$ cat src/rtl/ntct_pkg.sv
// ============================================================================
// ntct_pkg
// Shared types, constants and the NTC resistance table for the thermistor
// to temperature converter.
// ============================================================================
package ntct_pkg;

    localparam int ADC_BITS_DEF      = 12;
    localparam int CHANNELS_DEF      = 4;
    localparam int TABLE_ENTRIES_DEF = 166;

    localparam int TBL_FULL = 166;
    localparam int TBL_W    = 22;
    localparam int TIDX_W   = 8;
    localparam int DEN2_W   = 20;
    localparam int RES_W    = 23;
    localparam int TEMP_W   = 16;
    localparam int SC_W     = 24;
    localparam int CODE_W   = 12;
    localparam int CH_W     = 2;
    localparam int CFG_W    = 20;
    localparam int THR_W    = 12;
    localparam int FRAC_W   = 9;

    localparam logic [RES_W-1:0]  RES_MAX    = 23'd8388607;
    localparam int                T_FIRST_Q8 = -10240;
    localparam logic [CFG_W-1:0]  SERIES_RST = 20'd10000;
    localparam logic [THR_W-1:0]  THR_RST    = 12'd124;

    typedef enum logic [0:0] {
        CFG_SERIES = 1'b0,
        CFG_THRESH = 1'b1
    } cfg_idx_t;

    typedef struct packed {
        logic [CH_W-1:0]   channel;
        logic [CODE_W-1:0] adc_code;
    } in_item_t;

    typedef struct packed {
        logic [CH_W-1:0]          channel_out;
        logic                     present;
        logic signed [TEMP_W-1:0] temperature;
        logic [RES_W-1:0]         resistance_tenths;
    } out_item_t;

    typedef struct packed {
        logic load;
        logic mul;
        logic div_start;
        logic res_capture;
        logic range;
        logic srch_step;
        logic fetch;
        logic temp_capture;
        logic write;
    } ntct_cmd_t;

    typedef struct packed {
        logic present;
        logic cold;
        logic hot;
        logic srch_last;
        logic div_done;
    } ntct_sts_t;

    function automatic logic [TBL_W-1:0] ntc_tenths(input logic [TIDX_W-1:0] idx);
        logic [TBL_W-1:0] v;
        case (idx)
            8'd0: v = 22'd3436326;   8'd1: v = 22'd3212809;   8'd2: v = 22'd3005339;
            8'd3: v = 22'd2812660;   8'd4: v = 22'd2633624;   8'd5: v = 22'd2467177;
            8'd6: v = 22'd2312355;   8'd7: v = 22'd2168273;   8'd8: v = 22'd2034118;
            8'd9: v = 22'd1909144;   8'd10: v = 22'd1792666;  8'd11: v = 22'd1684053;
            8'd12: v = 22'd1582726;  8'd13: v = 22'd1488151;  8'd14: v = 22'd1399837;
            8'd15: v = 22'd1317332;  8'd16: v = 22'd1240216;  8'd17: v = 22'd1168107;
            8'd18: v = 22'd1100648;  8'd19: v = 22'd1037512;  8'd20: v = 22'd978396;
            8'd21: v = 22'd923020;   8'd22: v = 22'd871124;   8'd23: v = 22'd822471;
            8'd24: v = 22'd776837;   8'd25: v = 22'd734018;   8'd26: v = 22'd693823;
            8'd27: v = 22'd656077;   8'd28: v = 22'd620616;   8'd29: v = 22'd587288;
            8'd30: v = 22'd555953;   8'd31: v = 22'd526480;   8'd32: v = 22'd498747;
            8'd33: v = 22'd472643;   8'd34: v = 22'd448062;   8'd35: v = 22'd424906;
            8'd36: v = 22'd403086;   8'd37: v = 22'd382516;   8'd38: v = 22'd363117;
            8'd39: v = 22'd344817;   8'd40: v = 22'd327547;   8'd41: v = 22'd311243;
            8'd42: v = 22'd295847;   8'd43: v = 22'd281301;   8'd44: v = 22'd267556;
            8'd45: v = 22'd254562;   8'd46: v = 22'd242274;   8'd47: v = 22'd230650;
            8'd48: v = 22'd219650;   8'd49: v = 22'd209239;   8'd50: v = 22'd199380;
            8'd51: v = 22'd190041;   8'd52: v = 22'd181193;   8'd53: v = 22'd172807;
            8'd54: v = 22'd164857;   8'd55: v = 22'd157317;   8'd56: v = 22'd150164;
            8'd57: v = 22'd143376;   8'd58: v = 22'd136933;   8'd59: v = 22'd130816;
            8'd60: v = 22'd125005;   8'd61: v = 22'd119485;   8'd62: v = 22'd114239;
            8'd63: v = 22'd109252;   8'd64: v = 22'd104510;   8'd65: v = 22'd100000;
            8'd66: v = 22'd95709;    8'd67: v = 22'd91626;    8'd68: v = 22'd87738;
            8'd69: v = 22'd84037;    8'd70: v = 22'd80512;    8'd71: v = 22'd77154;
            8'd72: v = 22'd73953;    8'd73: v = 22'd70903;    8'd74: v = 22'd67995;
            8'd75: v = 22'd65221;    8'd76: v = 22'd62576;    8'd77: v = 22'd60051;
            8'd78: v = 22'd57642;    8'd79: v = 22'd55342;    8'd80: v = 22'd53146;
            8'd81: v = 22'd51049;    8'd82: v = 22'd49045;    8'd83: v = 22'd47130;
            8'd84: v = 22'd45300;    8'd85: v = 22'd43551;    8'd86: v = 22'd41878;
            8'd87: v = 22'd40278;    8'd88: v = 22'd38748;    8'd89: v = 22'd37283;
            8'd90: v = 22'd35882;    8'd91: v = 22'd34540;    8'd92: v = 22'd33255;
            8'd93: v = 22'd32025;    8'd94: v = 22'd30846;    8'd95: v = 22'd29717;
            8'd96: v = 22'd28635;    8'd97: v = 22'd27597;    8'd98: v = 22'd26603;
            8'd99: v = 22'd25649;    8'd100: v = 22'd24734;   8'd101: v = 22'd23856;
            8'd102: v = 22'd23014;   8'd103: v = 22'd22206;   8'd104: v = 22'd21431;
            8'd105: v = 22'd20686;   8'd106: v = 22'd19970;   8'd107: v = 22'd19283;
            8'd108: v = 22'd18623;   8'd109: v = 22'd17989;   8'd110: v = 22'd17380;
            8'd111: v = 22'd16794;   8'd112: v = 22'd16231;   8'd113: v = 22'd15689;
            8'd114: v = 22'd15168;   8'd115: v = 22'd14667;   8'd116: v = 22'd14185;
            8'd117: v = 22'd13722;   8'd118: v = 22'd13275;   8'd119: v = 22'd12845;
            8'd120: v = 22'd12431;   8'd121: v = 22'd12033;   8'd122: v = 22'd11649;
            8'd123: v = 22'd11279;   8'd124: v = 22'd10923;   8'd125: v = 22'd10580;
            8'd126: v = 22'd10249;   8'd127: v = 22'd9930;    8'd128: v = 22'd9623;
            8'd129: v = 22'd9326;    8'd130: v = 22'd9040;    8'd131: v = 22'd8764;
            8'd132: v = 22'd8498;    8'd133: v = 22'd8241;    8'd134: v = 22'd7994;
            8'd135: v = 22'd7754;    8'd136: v = 22'd7523;    8'd137: v = 22'd7300;
            8'd138: v = 22'd7085;    8'd139: v = 22'd6877;    8'd140: v = 22'd6676;
            8'd141: v = 22'd6482;    8'd142: v = 22'd6295;    8'd143: v = 22'd6113;
            8'd144: v = 22'd5938;    8'd145: v = 22'd5769;    8'd146: v = 22'd5605;
            8'd147: v = 22'd5447;    8'd148: v = 22'd5293;    8'd149: v = 22'd5145;
            8'd150: v = 22'd5002;    8'd151: v = 22'd4863;    8'd152: v = 22'd4729;
            8'd153: v = 22'd4599;    8'd154: v = 22'd4474;    8'd155: v = 22'd4352;
            8'd156: v = 22'd4234;    8'd157: v = 22'd4120;    8'd158: v = 22'd4009;
            8'd159: v = 22'd3902;    8'd160: v = 22'd3799;    8'd161: v = 22'd3698;
            8'd162: v = 22'd3601;    8'd163: v = 22'd3506;    8'd164: v = 22'd3415;
            8'd165: v = 22'd3326;
            default: v = '0;
        endcase
        return v;
    endfunction

endpackage

$ cat src/rtl/ntct_ctrl.sv
// ============================================================================
// ntct_ctrl
// Controller: sequences load, divisions, table search and interpolation,
// and owns the input ready and output valid of the block.
// ============================================================================
module ntct_ctrl (
    input  logic                clk,
    input  logic                rst_n,
    input  logic                in_valid,
    output logic                in_ready,
    output logic                out_valid,
    input  logic                out_ready,
    input  ntct_pkg::ntct_sts_t sts,
    output ntct_pkg::ntct_cmd_t cmd
);

    typedef enum logic [3:0] {
        S_IDLE,
        S_CHK,
        S_D1,
        S_D1W,
        S_RANGE,
        S_SRCH,
        S_FETCH,
        S_D2,
        S_D2W,
        S_WRITE
    } state_t;

    state_t state_reg;
    state_t state_next;
    logic   out_valid_reg;
    logic   out_valid_next;
    logic   slot_free;

    assign slot_free = !out_valid_reg || out_ready;

    always_comb
    begin
        state_next     = state_reg;
        cmd            = '0;
        out_valid_next = out_valid_reg && !out_ready;
        case (state_reg)
            S_IDLE:
            begin
                if (in_valid)
                begin
                    cmd.load   = 1'b1;
                    state_next = S_CHK;
                end
            end
            S_CHK:
            begin
                if (sts.present)
                begin
                    cmd.mul    = 1'b1;
                    state_next = S_D1;
                end
                else
                begin
                    state_next = S_WRITE;
                end
            end
            S_D1:
            begin
                cmd.div_start = 1'b1;
                state_next    = S_D1W;
            end
            S_D1W:
            begin
                if (sts.div_done)
                begin
                    cmd.res_capture = 1'b1;
                    state_next      = S_RANGE;
                end
            end
            S_RANGE:
            begin
                cmd.range  = 1'b1;
                state_next = (sts.cold || sts.hot) ? S_WRITE : S_SRCH;
            end
            S_SRCH:
            begin
                cmd.srch_step = 1'b1;
                if (sts.srch_last)
                begin
                    state_next = S_FETCH;
                end
            end
            S_FETCH:
            begin
                cmd.fetch  = 1'b1;
                state_next = S_D2;
            end
            S_D2:
            begin
                cmd.div_start = 1'b1;
                state_next    = S_D2W;
            end
            S_D2W:
            begin
                if (sts.div_done)
                begin
                    cmd.temp_capture = 1'b1;
                    state_next       = S_WRITE;
                end
            end
            S_WRITE:
            begin
                if (slot_free)
                begin
                    cmd.write      = 1'b1;
                    out_valid_next = 1'b1;
                    state_next     = S_IDLE;
                end
            end
            default:
            begin
                state_next = S_IDLE;
            end
        endcase
    end

    always_ff @(posedge clk or negedge rst_n)
    begin
        if (!rst_n)
        begin
            state_reg     <= S_IDLE;
            out_valid_reg <= 1'b0;
        end
        else
        begin
            state_reg     <= state_next;
            out_valid_reg <= out_valid_next;
        end
    end

    assign in_ready  = (state_reg == S_IDLE);
    assign out_valid = out_valid_reg;

    a_write_slot: assert property (@(posedge clk) disable iff (!rst_n)
        cmd.write |-> (!out_valid_reg || out_ready))
        else $error("result written over a beat not yet taken");

    a_accept_next: assert property (@(posedge clk) disable iff (!rst_n)
        (in_valid && in_ready) |=> (state_reg == S_CHK))
        else $error("accepted beat did not start processing");

    a_div_done_wait: assert property (@(posedge clk) disable iff (!rst_n)
        sts.div_done |-> (state_reg == S_D1W || state_reg == S_D2W))
        else $error("divider finished outside a wait state");

    a_valid_from_write: assert property (@(posedge clk) disable iff (!rst_n)
        $rose(out_valid_reg) |-> $past(state_reg == S_WRITE))
        else $error("result raised without a write");

endmodule

$ cat config.mk
export PLATFORM = sky130hd
export DESIGN_NAME = ntct_ctrl
export DESIGN_NICKNAME = d
export VERILOG_FILES = /design/src/rtl/ntct_pkg.sv /design/src/rtl/ntct_ctrl.sv
export SDC_FILE = /design/constraint.sdc
export NUM_CORES = 1
export LEC_CHECK = 0
export BUFFER_PORTS_ARGS = -buffer_cell sky130_fd_sc_hd__buf_2
export CAP_MARGIN = 10
export CORE_AREA = 10 10 47 49
export CTS_BUF_LIST = sky130_fd_sc_hd__clkbuf_16
export DETAILED_ROUTE_END_ITERATION = 12
export DIE_AREA = 0 0 57 59
export GPL_ROUTABILITY_DRIVEN = 1
export GPL_TIMING_DRIVEN = 0
export PLACE_DENSITY = 0.64
export SYNTH_ARGS = -nofsm -noshare
export SYNTH_HDL_FRONTEND = slang
export SYNTH_SLANG_ARGS = --single-unit
$ cat constraint.sdc
create_clock -name clk -period 3.14 [get_ports clk]
set_input_delay 0.471 -clock clk [delete_from_list [all_inputs] [get_ports clk]]
set_output_delay 0.471 -clock clk [all_outputs]
set_load 0.005 [all_outputs]
After elaboration in Yosys (flattened, before gate mapping)
Index checks and enable logic that the tools add are counted.
{"block": "word_totals", "register_bits": 5, "input_bits": 9}
{"block": "op_classes", "eq_ne": 14, "muxes": 23, "reduce_logical": 8}
{"operator": "case mux 4 bit (10 select lines)", "n": 1}
{"operator": "two-way mux 4 bit", "n": 7}
{"operator": "equality test 4 x 3 -> 1 bit (second input constant)", "n": 4}
{"operator": "two-way mux 1 bit", "n": 15}
{"operator": "inequality test 2 bit (second input constant)", "n": 5}
{"operator": "equality test 4 x 2 -> 1 bit (second input constant)", "n": 2}
{"operator": "equality test 4 bit (second input constant)", "n": 2}
{"operator": "AND reduction 5 bit", "n": 1}
{"operator": "equality test 4 x 1 -> 1 bit (second input constant)", "n": 1}
{"operator": "logical NOT 4 bit", "n": 1}
{"operator": "logical NOT 1 bit", "n": 2}
{"operator": "logical OR 1 bit", "n": 2}
{"operator": "OR reduction 2 bit", "n": 1}
{"operator": "logical AND 1 bit", "n": 1}

Depth between registers and ports, before layout
Gate-level depths: netlist of the first run.
{"block": "depth", "depth_word": 4, "depth_mapped": 5, "depth_no_buf": 3}

Worst setup path after synthesis of the first run
No wires, ideal clock.
{"block": "synth_path", "kind": "reg-to-output", "from": "register state_reg[2]", "to": "output cmd[8] (netlist bit)", "arrival_time_ns": 1.162, "t_required_ns": 2.669, "slack_ns": 1.507, "path_stages_with_launch": 5, "path_buffers": 2, "cell_sequence": "dfrtp_1 buf_2 buf_2 nor4_1 and2_1"}
{"element": "start: declaration", "line": "ntct_ctrl.sv:30", "source": "state_t state_reg;"}
{"element": "start signal: assignment", "line": "ntct_ctrl.sv:133", "source": "state_reg <= state_next;"}
{"element": "end: declaration", "line": "ntct_ctrl.sv:14", "source": "output ntct_pkg::ntct_cmd_t cmd"}

==> results.cfg, run 1 <==
[final_layout]
syn2layout_area_growth_pct = 40.8
fin_nets = 92
largest_reg_flops = 4
drive_gt1_frac = 0.366
antennaDiodeCount = 0

[global_route]
grt.busiest_layer = met2
grt_pass1_vias = 528
antenna_found_initial = 0
grt_pass1_wl_um = 2270
grt_remaining_overflow = 0
grt_use_total = 0.0828
grt_max_degree = 11
gr-usage-met3 = 0.0515
grt.met2_usage = 0.118
met1_usage = 0.0947

[cts]
cts-root-buf = clkbuf_16
cts_tree = yes
clk_latency_ns = 0.22
htreeDepth = 1
post_cts_resized = 0
clockBufferDepth = 2
clk_pin_slew_ns = 0.03
postCtsSetupBuffers = 0
cts_buffers = 3
cts_sinks = 5
cts_hold_buf = 0

[worst_setup_path]
required_ns = 2.67
r2r_start = state_reg[0]$_DFFE_PN0P_
worst_ep_arrival_time_ns = 1.51
crit_buf_inv = 2
max_stage_delay_ns = 0.36
cp.depth = 5
crit_family = simple AND/OR/NAND/NOR gates
critPathLaunchType = flop
critPathCapture = cmd[0]
cp-startpoint = state_reg[1]$_DFFE_PN0P_
critPathKind = reg2out
reg2reg_depth = 4
ff2ff_setup_slack_ns = 1.64
path_max_fanout = 9
crit_path_end_kind = output pin
path_cells = buf_6, nand2b_1, or3_1, nor2b_1, buf_2
r2r_end = state_reg[3]$_DFFE_PN0P_
cp_slowest_cell = dfrtp_1

[route]
drc_errors = 0
totalWireLength_um = 1400
wire_per_inst_um = 14.3
via_per_inst = 5.53
vias = 542
drtIter0Drc = 12
antenna_left = 0
dr.pass1.iters = 4

[timing]
setup_violations = 0
final.setup.worst_slack_ns = 1.16
finClkSkew_ns = 0.000512
tightest_slew_ns = 0.364
min_period_over_period = 0.630
finalCriticalPeriod_ns = 1.98
fin_tns_setup_ns = 0
finalHoldViolations = 0
timing.fmax_mhz = 506
rsz0062_at_grt = no
hold_slack_ns = 0.0527
slew_viol_final = 0
relSlewSlack = 0.751

[placement]
port_buffers = 19
gp_congestion = 0.804
place_hpwl_um = 1050
place_ws_ns = 1.38

[synthesis]
yosysTopAreaCellShare = 0.263
yosys-top-cells-count = dfrtp_1, nand2b_1, buf_2, nand2_1, nor3_1
netlist.top_cell.by_area = dfrtp_1
postSynthCellCount = 59
syn_avg_cell_area_um2 = 8.06
synthesis.area_um2 = 475
synth_enable_flop_cells = 0
synth_area_leaders = dfrtp_1, nand2b_1, buf_2
yosysSeqAreaShare = 0.263
synth-seq-cells = 5
synth.distinct_cells = 34
synth.net_count = 68
synth-warning-count = 0
synth_flop_cell = dfrtp_1
ys_async_sr_fraction = 1.00

[die]
fp-row-count = 14
coreArea_um2 = 1400
ios = 20
die_h_um = 59
die_x_um = 57
dieArea_um2 = 3360
start_util = 0.339

[run_status]
status = completed

[power]
ir_drop_mv = 0.580
cellPowerDensity_nw_per_um2 = 951
p_leak_nw = 0.337
total_power_uw = 637

[min_path]
min_path_type = in2async

[job]
max_cap_violations = 0
## logic make-up (layout without fill, tap and decap cells)
kind of cell | after synthesis | count (layout) | share of synthesized area
and+or+nand+nor | 30 | 30 | 0.363
AOI/OAI and AO/OA | 12 | 12 | 0.211
buffers and inverters | 9 | 32 | 0.100
DFF | 5 | 5 | 0.263
muxes | 2 | 2 | 0.0447
xor gates and xnor gates | 1 | 1 | 0.0184
## layer usage
layer  part of all wire  wire length, um
met1               0.41              580
met5                  0                0
met3               0.11              156
met2               0.47              654
met4             0.0050                7
## area by class of cell
class,count,area [um2]
fill,154,732
clock buffer,3,75.1
sequential,5,125
multi-input combinational,45,303
inverter,2,7.51
buffer,7,40.0
tap,16,20.0
timing repair buffer,19,95.1
clock inverter,1,3.75
## cells in the final DEF, fill, tap and decap left out, types with 2 or more instances in the layout
cell type	n
nor2b_1	2
inv_1	3
or4_1	2
dfrtp_1	5
nor3_1	4
clkbuf_16	3
nand2b_1	5
buf_2	23
or3_1	2
nand2_1	4
nor4_1	2
nor2_1	3
o21ai_0	2
## power breakdown
part	internal, mW	switching (mW)
Combinational	0.147	0.185
Clock	0.165	0.0395
Sequential	0.0913	0.00884
Total	0.403	0.233
## stage by stage
stage / util / instances / cell area (um2)
2_1_floorplan: - / 59 / 475
3_3_place_gp: 0.421 / 94 / 591
3_5_place_dp: 0.421 / 94 / 591
4_1_cts: 0.478 / 98 / 669
5_1_grt: 0.478 / 98 / 669
6_report: 0.478 / 98 / 669
## how the worst min path moves through the flow
stage / endpoint / start / slack (ns) / depth (start not counted)
5_1_grt: state_reg[3]$_DFFE_PN0P_ / rst_n / 0.06 / 1
2_1_floorplan: out_valid$_DFF_PN0_ / rst_n / 0.18 / 0
3_5_place_dp: out_valid$_DFF_PN0_ / rst_n / 0.29 / 1
4_1_cts: state_reg[2]$_DFFE_PN0P_ / rst_n / 0.05 / 1
6_report: state_reg[2]$_DFFE_PN0P_ / rst_n / 0.05 / 1
3_3_place_gp: out_valid$_DFF_PN0_ / rst_n / 0.29 / 1
(Power assumes the default switching activity.)
==> inputs of run 2 (changes only) <==
==> constraint.sdc (replaced) <==
create_clock -name clk -period 1.9 [get_ports clk]
set_input_delay 0.285 -clock clk [delete_from_list [all_inputs] [get_ports clk]]
set_output_delay 0.285 -clock clk [all_outputs]
set_load 0.005 [all_outputs]
==> run 2 against run 1 <==
Utilization up 0.71 points. Global-route usage about the same. Sequential share of layout area shrank 0.28 points. Hold slack gained 0.33 ns. Combinational power rose by 66%. Power increased by 65%. Clock skew barely moved. Sequential cell count is the same. Largest power group unchanged. Highest routed layer unchanged.
==> results.cfg, run 2 (synthesis gave the netlist of run 1 again) <==
[cts]
cts_sinks = 5
cts-root-buf = clkbuf_16
cts_tree = yes
clk_latency_ns = 0.22
clockBufferDepth = 2
htreeDepth = 1
post_cts_resized = 0
clk_pin_slew_ns = 0.03
cts_buffers = 3

[final_layout]
final_common_cell = buf_2
fin_nets = 93
final_cell_area_um2 = 679
drive_gt1_frac = 0.361
final_cell_mix = buf_2, nand2b_1, dfrtp_1, nor3_1, nand2_1
final_cells = 99
antennaDiodeCount = 0
syn2layout_area_growth_pct = 42.9
largest_reg_flops = 4

[global_route]
grt_max_degree = 11
gr-usage-met3 = 0.0515
grt.busiest_layer = met2
grt_remaining_overflow = 0
grt_use_total = 0.0833
grt_pass1_vias = 532
met1_usage = 0.0947
grt_pass1_wl_um = 2280
grt.met2_usage = 0.119
antenna_found_initial = 0

[timing]
fin_tns_setup_ns = 0
finClkSkew_ns = 0.000582
setup_violations = 0
min_period_over_period = 0.943
timing.fmax_mhz = 558
tightest_slew_ns = 0.364
finalHoldViolations = 0
final.setup.worst_slack_ns = 0.109
slew_viol_final = 0
finalCriticalPeriod_ns = 1.79
relSlewSlack = 0.751
rsz0062_at_grt = no

[power]
ir_drop_mv = 0.961
total_power_mw = 1.05
cellPowerDensity_nw_per_um2 = 1550
p_leak_nw = 0.341

[worst_setup_path]
critPathLaunchType = flop
required_ns = 1.62
path_cells = buf_6, nand2b_1, or3_1, nor2b_1, buf_2
critPathKind = reg2out
cp_slowest_cell = dfrtp_1
path_max_fanout = 9
max_stage_delay_ns = 0.36
crit_path_end_kind = output pin
worst_ep_arrival_time_ns = 1.51
crit_buf_inv = 2
crit_family = simple AND/OR/NAND/NOR gates

[route]
totalWireLength_um = 1410
wire_per_inst_um = 14.2
vias = 546
drc_errors = 0
via_per_inst = 5.52
dr.pass1.iters = 4
antenna_left = 0
drtIter0Drc = 12

[run_status]
status = completed

[die]
fp-row-count = 14
start_util = 0.339
coreArea_um2 = 1400
dieArea_um2 = 3360
die_x_um = 57
die_h_um = 59
ios = 20

[placement]
gp_congestion = 0.804
port_buffers = 19
place_area_um2 = 591
dp.cells = 94
place_ws_ns = 0.324
place_hpwl_um = 1050

[job]
max_cap_violations = 0

[min_path]
min_path_type = in2reg
==> run 2: cell types whose count changed in the layout (fill, tap and decap cells not counted), sizes merged <==
cell | before | now
dlygate4sd3 | 0 | 1
==> run 2: per-stage QoR <==
step	hold slack, ns	utilization
after floorplan	-0.0106	-
after global placement	0.101	0.421
after detailed placement	0.105	0.421
after CTS	0.381	0.485
after global routing	0.426	0.485
final	0.384	0.485
==> run 2: worst paths after layout <==
check	startpoint	to	slack [ns]	cells after the start
max	state_reg[1]$_DFFE_PN0P_	cmd[0]	0.11	5
min	out_ready	out_valid$_DFF_PN0_	0.38	3
max reg2reg	state_reg[0]$_DFFE_PN0P_	state_reg[3]$_DFFE_PN0P_	0.40	4
min reg2reg	out_valid$_DFF_PN0_	out_valid$_DFF_PN0_	0.56	2
max in group asynchronous	rst_n	out_valid$_DFF_PN0_	1.36	2
min in group asynchronous	rst_n	state_reg[2]$_DFFE_PN0P_	0.41	2
==> run 2: power breakdown <==
part / switching [mW] / leakage, nW / internal, mW
registers: 0.0146 / 0.0650 / 0.151
logic: 0.306 / 0.233 / 0.245
clock network: 0.0651 / 0.0423 / 0.272
==> run 2: repair_timing <==
| action | in CTS | in global routing |
|---|---|---|
| hold buffers | 1 | 0 |
| hold endpoints to repair | 5 | 0 |
| buffers inserted | 0 | 0 |
==> run 2: routing by layer <==
layer | wire [um] | vias to the layer above | part of all wire
li1 | - | 266 | -
met1 | 582 | 251 | 0.41
met2 | 660 | 27 | 0.47
met3 | 156 | 2 | 0.11
met4 | 7 | 0 | 0.0050
met5 | 0 | - | 0
==> run 2: layout make-up <==
cell class / instances / area [um2]
Buffer: 7 / 40.0
Clock buffer: 3 / 75.1
Clock inverter: 1 / 3.75
Fill cell: 152 / 722
Inverter: 2 / 7.51
Multi-Input combinational cell: 45 / 303
Sequential cell: 5 / 125
Tap cell: 16 / 20.0
Timing Repair Buffer: 20 / 105
==> run 2: worst reg2reg max path: stages (launching register included) <==
cell and delay [ns]:
dfrtp_1 0.35, buf_2 0.17, or4_1 0.52, o311a_1 0.16, a31o_1 0.18
